**config.mk**
```make
export PLATFORM = sky130hd
export DESIGN_NAME = pi_heater_drive_unit
export DESIGN_NICKNAME = d
export VERILOG_FILES = /design/src/rtl/core/pihd_pkg.sv /design/src/rtl/core/pi_heater_drive_unit.sv
export VERILOG_INCLUDE_DIRS = /design/src /design/src/rtl/core
export SDC_FILE = /design/constraint.sdc
export NUM_CORES = 1
export LEC_CHECK = 0
export BUFFER_PORTS_ARGS = -buffer_cell sky130_fd_sc_hd__buf_2
export CORE_MARGIN = 2
export CORE_UTILIZATION = 60
export CTS_BUF_LIST = sky130_fd_sc_hd__clkbuf_2 sky130_fd_sc_hd__clkbuf_4 sky130_fd_sc_hd__clkbuf_8
export DETAILED_ROUTE_END_ITERATION = 8
export MAX_ROUTING_LAYER = met4
export PLACE_DENSITY = 0.74
export SETUP_SLACK_MARGIN = 0.05
export SYNTH_ARGS = -nofsm -noshare
export SYNTH_HDL_FRONTEND = slang
export SYNTH_SLANG_ARGS = --single-unit
```
**constraint.sdc**
```tcl
create_clock -name clk -period 12.1 [get_ports clk]
set_input_delay 3.025 -clock clk [delete_from_list [all_inputs] [get_ports clk]]
set_output_delay 3.025 -clock clk [all_outputs]
set_load 0.005 [all_outputs]
```
**src/rtl/core/pi_heater_drive_unit_assert.svh**
```systemverilog
// ----------------------------------------------------------------------------
// PI heater drive assertion macros
// Concurrent checks on clk, disabled while arst_n is low; empty in synthesis.
// ----------------------------------------------------------------------------
`ifndef PI_HEATER_DRIVE_UNIT_ASSERT_SVH
`define PI_HEATER_DRIVE_UNIT_ASSERT_SVH

`ifndef SYNTHESIS

`define PHDU_ASSERT(lbl, prop, msg) \
	lbl: assert property (@(posedge clk) disable iff (!arst_n) prop) else $error(msg);

`define PHDU_ASSERT_NEVER(lbl, cond, msg) \
	lbl: assert property (@(posedge clk) disable iff (!arst_n) !(cond)) else $error(msg);

`else

`define PHDU_ASSERT(lbl, prop, msg)

`define PHDU_ASSERT_NEVER(lbl, cond, msg)

`endif

`endif

```
**src/rtl/core/pihd_pkg.sv**
```systemverilog
// ----------------------------------------------------------------------------
// PI heater drive package
// Widths, register indexes, reset values and sequencer states.
// ----------------------------------------------------------------------------
package pihd_pkg;

	localparam int DUTY_BITS = 10;

	localparam int TEMP_W  = 16;
	localparam int ERR_W   = TEMP_W + 1;
	localparam int SUM_W   = ERR_W + 1;
	localparam int GAIN_W  = 16;
	localparam int TS_W    = 16;
	localparam int LIMIT_W = 48;
	localparam int INTEG_W = LIMIT_W + 1;
	localparam int ISUM_W  = INTEG_W + 1;
	localparam int PROD_W  = INTEG_W + GAIN_W;
	localparam int DLIM_W  = 10;
	localparam int FRAC_W  = 8;
	localparam int ACC_W   = (DUTY_BITS > DLIM_W ? DUTY_BITS : DLIM_W) + FRAC_W;

	localparam int TS_SHIFT = 1;
	localparam int P_SHIFT  = 4;
	localparam int I_SHIFT  = 12;
	localparam int DRV_W    = PROD_W - I_SHIFT + 1;

	localparam int CNT_W = $clog2(GAIN_W);

	localparam int CFG_IDX_W  = 3;
	localparam int CFG_DATA_W = LIMIT_W;
	localparam int OUT_W      = ((DUTY_BITS + 2 + 7) / 8) * 8;

	localparam logic [TEMP_W-1:0]  SETPOINT_RST  = '0;
	localparam logic               HEAT_MODE_RST = 1'b1;
	localparam logic [TS_W-1:0]    TIME_STEP_RST = TS_W'(256);
	localparam logic [LIMIT_W-1:0] INT_LIMIT_RST = '1;
	localparam logic [GAIN_W-1:0]  PROP_GAIN_RST = GAIN_W'(256);
	localparam logic [GAIN_W-1:0]  INT_GAIN_RST  = '0;
	localparam logic [DLIM_W-1:0]  DUTY_LIM_RST  = '1;

	typedef enum logic [CFG_IDX_W-1:0] {
		REG_SETPOINT,
		REG_HEAT_MODE,
		REG_TIME_STEP,
		REG_INT_LIMIT,
		REG_PROP_GAIN,
		REG_INT_GAIN,
		REG_DUTY_LIMIT
	} cfg_reg_t;

	typedef enum logic [3:0] {
		ST_IDLE,
		ST_PREP,
		ST_MUL_TS,
		ST_INTEG,
		ST_MUL_P,
		ST_ADD_P,
		ST_MUL_I,
		ST_ADD_I,
		ST_CLAMP
	} state_t;

	typedef struct packed {
		logic in_ready;
		logic mul_step;
		logic out_load;
	} ctrl_t;

endpackage

```
**src/rtl/core/pi_heater_drive_unit.sv**
```systemverilog
// ----------------------------------------------------------------------------
// PI heater drive unit
// Each transfer on the slave side carries one temperature sample and yields
// one transfer on the master side with the new PWM duty and two status flags.
// An item goes from its transfer to its result in steps: one shift-add
// multiplier, one multiplier bit per cycle, forms the three products (time
// step, proportional, integral) in turn, with a setup state before the
// first, an add state after each and a final clamp. One item is in work at a
// time; a finished result waits in the output register while the next sample
// is taken. Configuration writes are always taken and belong between items.
// ----------------------------------------------------------------------------
`include "pi_heater_drive_unit_assert.svh"

module pi_heater_drive_unit (
	input  logic                                   clk,
	input  logic                                   arst_n,
	input  logic                                   s_tvalid,
	output logic                                   s_tready,
	input  logic [pihd_pkg::TEMP_W-1:0]            s_tdata,   // [15:0] measured_temp
	output logic                                   m_tvalid,
	input  logic                                   m_tready,
	output logic [pihd_pkg::OUT_W-1:0]             m_tdata,   // [9:0] duty, [10] integral_clamped,
	                                                           // [11] drive_saturated, zero above
	input  logic                                   cfg_valid,
	output logic                                   cfg_ready,
	input  logic [pihd_pkg::CFG_IDX_W-1:0]         cfg_index,
	input  logic [pihd_pkg::CFG_DATA_W-1:0]        cfg_data
);

	pihd_pkg::state_t state_q, state_d;
	pihd_pkg::ctrl_t  ctrl;

	logic signed [pihd_pkg::TEMP_W-1:0]  setpoint_q;
	logic                                heat_mode_q;
	logic [pihd_pkg::TS_W-1:0]           time_step_q;
	logic [pihd_pkg::LIMIT_W-1:0]        int_limit_q;
	logic [pihd_pkg::GAIN_W-1:0]         prop_gain_q;
	logic [pihd_pkg::GAIN_W-1:0]         int_gain_q;
	logic [pihd_pkg::DLIM_W-1:0]         duty_limit_q;

	logic signed [pihd_pkg::ERR_W-1:0]   last_err_q;
	logic signed [pihd_pkg::INTEG_W-1:0] integ_q;
	logic [pihd_pkg::ACC_W-1:0]          acc_q;

	logic signed [pihd_pkg::TEMP_W-1:0]  meas_q;
	logic signed [pihd_pkg::ERR_W-1:0]   err_q;
	logic signed [pihd_pkg::INTEG_W-1:0] mcand_q;
	logic [pihd_pkg::PROD_W-1:0]         prod_q;
	logic [pihd_pkg::CNT_W-1:0]          cnt_q;
	logic signed [pihd_pkg::DRV_W-1:0]   drv_q;
	logic                                iclamp_q;

	logic                                m_tvalid_q;
	logic [pihd_pkg::DUTY_BITS-1:0]      duty_q;
	logic                                iclamp_out_q;
	logic                                dsat_q;

	logic                                out_free;
	logic                                mul_last;
	logic signed [pihd_pkg::ERR_W-1:0]   err_raw;
	logic signed [pihd_pkg::ERR_W-1:0]   err_new;
	logic signed [pihd_pkg::SUM_W-1:0]   sum_new;
	logic signed [pihd_pkg::INTEG_W-1:0] upper;
	logic [pihd_pkg::ISUM_W-1:0]         macc;
	logic signed [pihd_pkg::ISUM_W-1:0]  integ_sum;
	logic                                integ_hi;
	logic                                integ_lo;
	logic signed [pihd_pkg::INTEG_W-1:0] integ_new;
	logic signed [pihd_pkg::DRV_W-1:0]   p_term;
	logic signed [pihd_pkg::DRV_W-1:0]   i_term;
	logic signed [pihd_pkg::DRV_W-1:0]   top;
	logic                                drv_neg;
	logic                                drv_hi;
	logic [pihd_pkg::ACC_W-1:0]          acc_new;

	assign cfg_ready = 1'b1;
	assign s_tready  = ctrl.in_ready;
	assign m_tvalid  = m_tvalid_q;
	assign m_tdata   = pihd_pkg::OUT_W'({dsat_q, iclamp_out_q, duty_q});

	assign out_free = !m_tvalid_q || m_tready;
	assign mul_last = (cnt_q == pihd_pkg::CNT_W'(pihd_pkg::GAIN_W - 1));

	// error and trapezoid sum
	assign err_raw = pihd_pkg::ERR_W'(setpoint_q) - pihd_pkg::ERR_W'(meas_q);
	assign err_new = heat_mode_q ? err_raw : -err_raw;
	assign sum_new = pihd_pkg::SUM_W'(last_err_q) + pihd_pkg::SUM_W'(err_new);

	// shift-add step: add multiplicand on the low multiplier bit, shift right
	assign upper = $signed(prod_q[pihd_pkg::PROD_W-1:pihd_pkg::GAIN_W]);
	assign macc  = pihd_pkg::ISUM_W'(upper) +
	               (prod_q[0] ? pihd_pkg::ISUM_W'(mcand_q) : '0);

	// integral update with upper clamp and lower saturation
	assign integ_sum = pihd_pkg::ISUM_W'(integ_q) +
		$signed(prod_q[pihd_pkg::ISUM_W+pihd_pkg::TS_SHIFT-1:pihd_pkg::TS_SHIFT]);
	assign integ_hi = integ_sum > $signed(pihd_pkg::ISUM_W'(int_limit_q));
	assign integ_lo = integ_sum[pihd_pkg::ISUM_W-1] && !integ_sum[pihd_pkg::ISUM_W-2];

	always_comb begin
		priority if (integ_hi) begin
			integ_new = $signed(pihd_pkg::INTEG_W'(int_limit_q));
		end else if (integ_lo) begin
			integ_new = $signed({1'b1, {(pihd_pkg::INTEG_W-1){1'b0}}});
		end else begin
			integ_new = integ_sum[pihd_pkg::INTEG_W-1:0];
		end
	end

	assign p_term = $signed(prod_q[pihd_pkg::DRV_W+pihd_pkg::P_SHIFT-1:pihd_pkg::P_SHIFT]);
	assign i_term = $signed({prod_q[pihd_pkg::PROD_W-1],
	                         prod_q[pihd_pkg::PROD_W-1:pihd_pkg::I_SHIFT]});

	// drive clamp
	assign top     = $signed(pihd_pkg::DRV_W'({duty_limit_q, {pihd_pkg::FRAC_W{1'b0}}}));
	assign drv_neg = drv_q[pihd_pkg::DRV_W-1];
	assign drv_hi  = !drv_neg && (drv_q > top);

	always_comb begin
		priority if (drv_neg) begin
			acc_new = '0;
		end else if (drv_hi) begin
			acc_new = pihd_pkg::ACC_W'({duty_limit_q, {pihd_pkg::FRAC_W{1'b0}}});
		end else begin
			acc_new = drv_q[pihd_pkg::ACC_W-1:0];
		end
	end

	// next state
	always_comb begin
		state_d = state_q;
		unique case (state_q)
			pihd_pkg::ST_IDLE: begin
				if (s_tvalid) state_d = pihd_pkg::ST_PREP;
			end
			pihd_pkg::ST_PREP:  state_d = pihd_pkg::ST_MUL_TS;
			pihd_pkg::ST_MUL_TS: begin
				if (mul_last) state_d = pihd_pkg::ST_INTEG;
			end
			pihd_pkg::ST_INTEG: state_d = pihd_pkg::ST_MUL_P;
			pihd_pkg::ST_MUL_P: begin
				if (mul_last) state_d = pihd_pkg::ST_ADD_P;
			end
			pihd_pkg::ST_ADD_P: state_d = pihd_pkg::ST_MUL_I;
			pihd_pkg::ST_MUL_I: begin
				if (mul_last) state_d = pihd_pkg::ST_ADD_I;
			end
			pihd_pkg::ST_ADD_I: state_d = pihd_pkg::ST_CLAMP;
			pihd_pkg::ST_CLAMP: begin
				if (out_free) state_d = pihd_pkg::ST_IDLE;
			end
			default: state_d = pihd_pkg::ST_IDLE;
		endcase
	end

	// sequencer outputs
	always_comb begin
		ctrl = '0;
		unique case (state_q)
			pihd_pkg::ST_IDLE:  ctrl.in_ready = 1'b1;
			pihd_pkg::ST_MUL_TS,
			pihd_pkg::ST_MUL_P,
			pihd_pkg::ST_MUL_I: ctrl.mul_step = 1'b1;
			pihd_pkg::ST_CLAMP: ctrl.out_load = out_free;
			default: ctrl = '0;
		endcase
	end

	// configuration registers
	always_ff @(posedge clk or negedge arst_n) begin
		if (!arst_n) begin
			setpoint_q   <= pihd_pkg::SETPOINT_RST;
			heat_mode_q  <= pihd_pkg::HEAT_MODE_RST;
			time_step_q  <= pihd_pkg::TIME_STEP_RST;
			int_limit_q  <= pihd_pkg::INT_LIMIT_RST;
			prop_gain_q  <= pihd_pkg::PROP_GAIN_RST;
			int_gain_q   <= pihd_pkg::INT_GAIN_RST;
			duty_limit_q <= pihd_pkg::DUTY_LIM_RST;
		end else if (cfg_valid) begin
			case (pihd_pkg::cfg_reg_t'(cfg_index))
				pihd_pkg::REG_SETPOINT:   setpoint_q   <= cfg_data[pihd_pkg::TEMP_W-1:0];
				pihd_pkg::REG_HEAT_MODE:  heat_mode_q  <= cfg_data[0];
				pihd_pkg::REG_TIME_STEP:  time_step_q  <= cfg_data[pihd_pkg::TS_W-1:0];
				pihd_pkg::REG_INT_LIMIT:  int_limit_q  <= cfg_data[pihd_pkg::LIMIT_W-1:0];
				pihd_pkg::REG_PROP_GAIN:  prop_gain_q  <= cfg_data[pihd_pkg::GAIN_W-1:0];
				pihd_pkg::REG_INT_GAIN:   int_gain_q   <= cfg_data[pihd_pkg::GAIN_W-1:0];
				pihd_pkg::REG_DUTY_LIMIT: duty_limit_q <= cfg_data[pihd_pkg::DLIM_W-1:0];
				default: ;
			endcase
		end
	end

	// control and controller state
	always_ff @(posedge clk or negedge arst_n) begin
		if (!arst_n) begin
			state_q    <= pihd_pkg::ST_IDLE;
			cnt_q      <= '0;
			m_tvalid_q <= 1'b0;
			last_err_q <= '0;
			integ_q    <= '0;
			acc_q      <= '0;
		end else begin
			state_q <= state_d;
			if (ctrl.mul_step) cnt_q <= cnt_q + pihd_pkg::CNT_W'(1);
			if (ctrl.out_load) begin
				m_tvalid_q <= 1'b1;
				acc_q      <= acc_new;
			end else if (m_tready) begin
				m_tvalid_q <= 1'b0;
			end
			if (state_q == pihd_pkg::ST_PREP) last_err_q <= err_new;
			if (state_q == pihd_pkg::ST_INTEG) integ_q <= integ_new;
		end
	end

	// datapath
	always_ff @(posedge clk) begin
		if (s_tvalid && ctrl.in_ready) meas_q <= s_tdata;
		if (ctrl.mul_step) begin
			prod_q <= {macc, prod_q[pihd_pkg::GAIN_W-1:1]};
		end
		unique case (state_q)
			pihd_pkg::ST_PREP: begin
				err_q   <= err_new;
				mcand_q <= pihd_pkg::INTEG_W'(sum_new);
				prod_q  <= pihd_pkg::PROD_W'(time_step_q);
			end
			pihd_pkg::ST_INTEG: begin
				iclamp_q <= integ_hi;
				mcand_q  <= pihd_pkg::INTEG_W'(err_q);
				prod_q   <= pihd_pkg::PROD_W'(prop_gain_q);
			end
			pihd_pkg::ST_ADD_P: begin
				drv_q   <= $signed(pihd_pkg::DRV_W'(acc_q)) + p_term;
				mcand_q <= integ_q;
				prod_q  <= pihd_pkg::PROD_W'(int_gain_q);
			end
			pihd_pkg::ST_ADD_I: begin
				drv_q <= drv_q + i_term;
			end
			default: ;
		endcase
		if (ctrl.out_load) begin
			duty_q       <= acc_new[pihd_pkg::DUTY_BITS+pihd_pkg::FRAC_W-1:pihd_pkg::FRAC_W];
			iclamp_out_q <= iclamp_q;
			dsat_q       <= drv_neg || drv_hi;
		end
	end

	`PHDU_ASSERT(a_accept_starts, (s_tvalid && s_tready) |=> (state_q == pihd_pkg::ST_PREP), "transfer in did not start an item")
	`PHDU_ASSERT(a_cnt_idle, (state_q != pihd_pkg::ST_MUL_TS && state_q != pihd_pkg::ST_MUL_P && state_q != pihd_pkg::ST_MUL_I) |-> (cnt_q == '0), "multiplier count not aligned")
	`PHDU_ASSERT(a_integ_limit, (state_q == pihd_pkg::ST_INTEG) |=> (integ_q <= $signed(pihd_pkg::INTEG_W'(int_limit_q))), "integral above its limit")
	`PHDU_ASSERT(a_result_held, (ctrl.out_load) |=> (m_tvalid && (state_q == pihd_pkg::ST_IDLE)), "result not presented")
	`PHDU_ASSERT_NEVER(a_acc_range, acc_q > pihd_pkg::ACC_W'({{pihd_pkg::DLIM_W{1'b1}}, {pihd_pkg::FRAC_W{1'b0}}}), "drive accumulator out of range")

endmodule

```
==> results_dict.tcl <==
set metrics [dict create \
    finClkSkew_ns 0.0536 \
    drt_wl_total_mm 82.0 \
    synth_edf_count 214 \
    reg2reg_slack_ns 5.36 \
    cts_tree "built" \
    clkTransAtPathRegs_ns 0.06 \
    die_area_um2 52000 \
    relSlewSlack 0.204 \
    dp.cells 3831 \
    syn_avg_cell_area_um2 9.50 \
    synth_area_um2 30100 \
    grt_max_degree 95 \
    seq_area_frac_synth 0.395 \
    yosysWarnings 0 \
    ctsResizeCount 0 \
    vias 24500 \
    crit_buf_inv 2 \
    dp_hpwl_mm 61.2 \
    cp.depth 26 \
    cts_setup_buffers 0 \
    via_per_inst 6.18 \
    clockRootBuffer "clkbuf_8" \
    async_flop_share 0.502 \
    netlist_instances 3174 \
    fin_setup_tns_ns 0 \
    holdWs_ns 0.492 \
    criticalPathCategory "reg2reg" \
    drv_cap 0 \
    die_w_um 228 \
    io_buffers 85 \
    cts.path.max_buffers 3 \
    syn_to_final_growth_pct 8.65 \
    synth_flop_cell "edfxtp_1" \
    drc 0 \
    synth_cell_types 84 \
    path_max_fanout 40 \
    crit_path_frequent_cell "a21o_1" \
    wl_per_cell_um 20.7 \
    cp.arrival_ns 7.26 \
    clock_latency_ns 0.71 \
    slowest_delay_ns 0.52 \
    start_util 0.604 \
    r2r_cells 26 \
    firstDrtPassIters 8 \
    yosys.area.top_type_share 0.213 \
    max_freq_ghz 0.148 \
    ys_ff_latch 430 \
    grt_pass1_wl_mm 130 \
    cpLargestDelayFamily "compound AO/OA/AOI/OAI gates" \
    final.min_clock_period_ns 6.74 \
    routabilityCongestion 0.954 \
    cp_slowest_cell "buf_4" \
    synth_area_leader_cell "edfxtp_1" \
    cts_buffers 74 \
    htree_levels 3 \
    first_iter_violations 2302 \
    io_pins 91 \
    coreArea_um2 49900 \
    final_cells 3968 \
    rows 82 \
    critPathCaptureType "flop" \
    grt_pass1_vias 23300 \
    grt_setup_unrepaired "false" \
    grt_usage 0.323 \
    slew_viol_final 0 \
    ant_nets 0 \
    status "finished clean" \
    nets 3575 \
    setup_viol 0 \
    antenna_found_initial 2 \
    hold_depth 2 \
    drive_gt1_frac 0.147 \
    clock_sinks 430 \
    min_path_type "reg2reg" \
    critPathRequiredTime_ns 12.62 \
    tightest_slew_ns 1.19 \
    cts_hold_buf 0 \
    start_kind "flop" \
    synthTopCellsByArea "edfxtp_1, dfrtp_1, ha_1" \
    post-route-period-util 0.557 \
    hold_violations 0 \
    final_common_cell "nand2_1" \
    fp.dieH_um 228 \
    layout_common_cells "nand2_1, ha_1, a21oi_1" \
    grt.overflow.total 0 \
]
## synthesized netlist by cell type, types with 9 or more instances
cell type  count
o31ai_1       10
o211ai_1      17
nand4_1       40
nor2b_1       30
buf_4          9
xor2_1       112
o21bai_1      40
o221ai_2      20
buf_2          9
mux2_2       126
nor4_1        21
o21ai_0      148
inv_1        195
a21o_1       120
a222oi_1      16
clkbuf_1      92
a31oi_1       28
xnor2_1      126
and2_1        58
a22oi_1       16
buf_1         10
o21a_1        33
a21oi_1      228
nor2_1       191
nor3_1        37
o221ai_1      28
edfxtp_1     214
nand2b_1      31
a211oi_1      23
nand2_1      431
dfstp_2       61
and3_1        36
dfrtp_1      155
ha_1         262
mux2i_1       13
or3_1         12
nand3_1       43
## metrics by stage
stage | utilization | instance area [µm²] | setup WS, ns
3_3_place_gp | 0.624 | 31100 | 5.68
5_1_grt | 0.657 | 32700 | 4.96
4_1_cts | 0.657 | 32700 | 5.50
6_report | 0.657 | 32700 | 5.36
3_5_place_dp | 0.624 | 31100 | 5.54
2_1_floorplan | - | 30100 | 6.72
## sequential cells by signal, summed over array words and instances, names as in the netlist, 17 cells and up
register,cells
last_err_q,17
integ_q,49
int_limit_q,48
drv_q,54
err_q,17
prod_q,65
acc_q,18
mcand_q,49
## logic make-up after synthesis
kind of cell | Yosys count | share of synthesized area
flip-flops | 430 | 0.395
AO/OA/AOI/OAI | 808 | 0.181
multiplexers | 139 | 0.0514
buffers and inverters | 322 | 0.0426
other | 2 | 0.000249
AND/OR/NAND/NOR | 967 | 0.148
adder cells (fa/ha/maj) | 268 | 0.113
XOR/XNOR | 238 | 0.0692
## layout make-up
| type | count | area (µm²) |
|---|---|---|
| Fill cell | 4169 | 17100 |
| Multi-Input combinational cell | 2425 | 17000 |
| Sequential cell | 430 | 11900 |
| Clock buffer | 114 | 1400 |
| Tap cell | 672 | 841 |
| Inverter | 198 | 743 |
| Timing Repair Buffer | 106 | 593 |
| Clock inverter | 22 | 234 |
| Antenna cell | 1 | 2.50 |
## worst register-to-register path, stage by stage (launching register included)
cell	delay [ns]
dfrtp_1	0.40
ha_1	0.23
fa_1	0.44
a211oi_1	0.35
o211ai_1	0.22
a311oi_2	0.48
o21ai_2	0.18
a31oi_4	0.27
o21ai_0	0.19
nand2_1	0.12
nand2b_1	0.06
a21o_1	0.18
xnor2_1	0.25
inv_1	0.08
ha_1	0.19
a21o_1	0.15
a21oi_1	0.15
o21ai_0	0.10
a21o_1	0.18
a21o_1	0.17
a21oi_1	0.14
a21boi_0	0.15
or4b_1	0.49
a31oi_1	0.31
or2_2	0.36
buf_4	0.52
o221ai_1	0.23
## metal layers
metal / vias to the layer above / global-route usage / part of all wire
met2: 919 / 0.463 / 0.43
met5: - / - / 0
met3: 131 / 0.0401 / 0.072
met1: 11900 / 0.478 / 0.47
met4: 0 / 0.0995 / 0.025
li1: 11600 / - / -
## worst paths after layout
path / to / from
worst max-delay path: integ_q[8] / integ_q[0]
worst min-delay path: last_err_q[5] / last_err_q[5]
worst max register to register: integ_q[8] / integ_q[0]
worst min register to register: last_err_q[5] / last_err_q[5]
max in group asynchronous: prop_gain_q[0] / arst_n
min in group asynchronous: integ_q[46] / arst_n
Power is not shown: default switching activity piles up to over one toggle a cycle in this logic, so the estimate is an artifact.
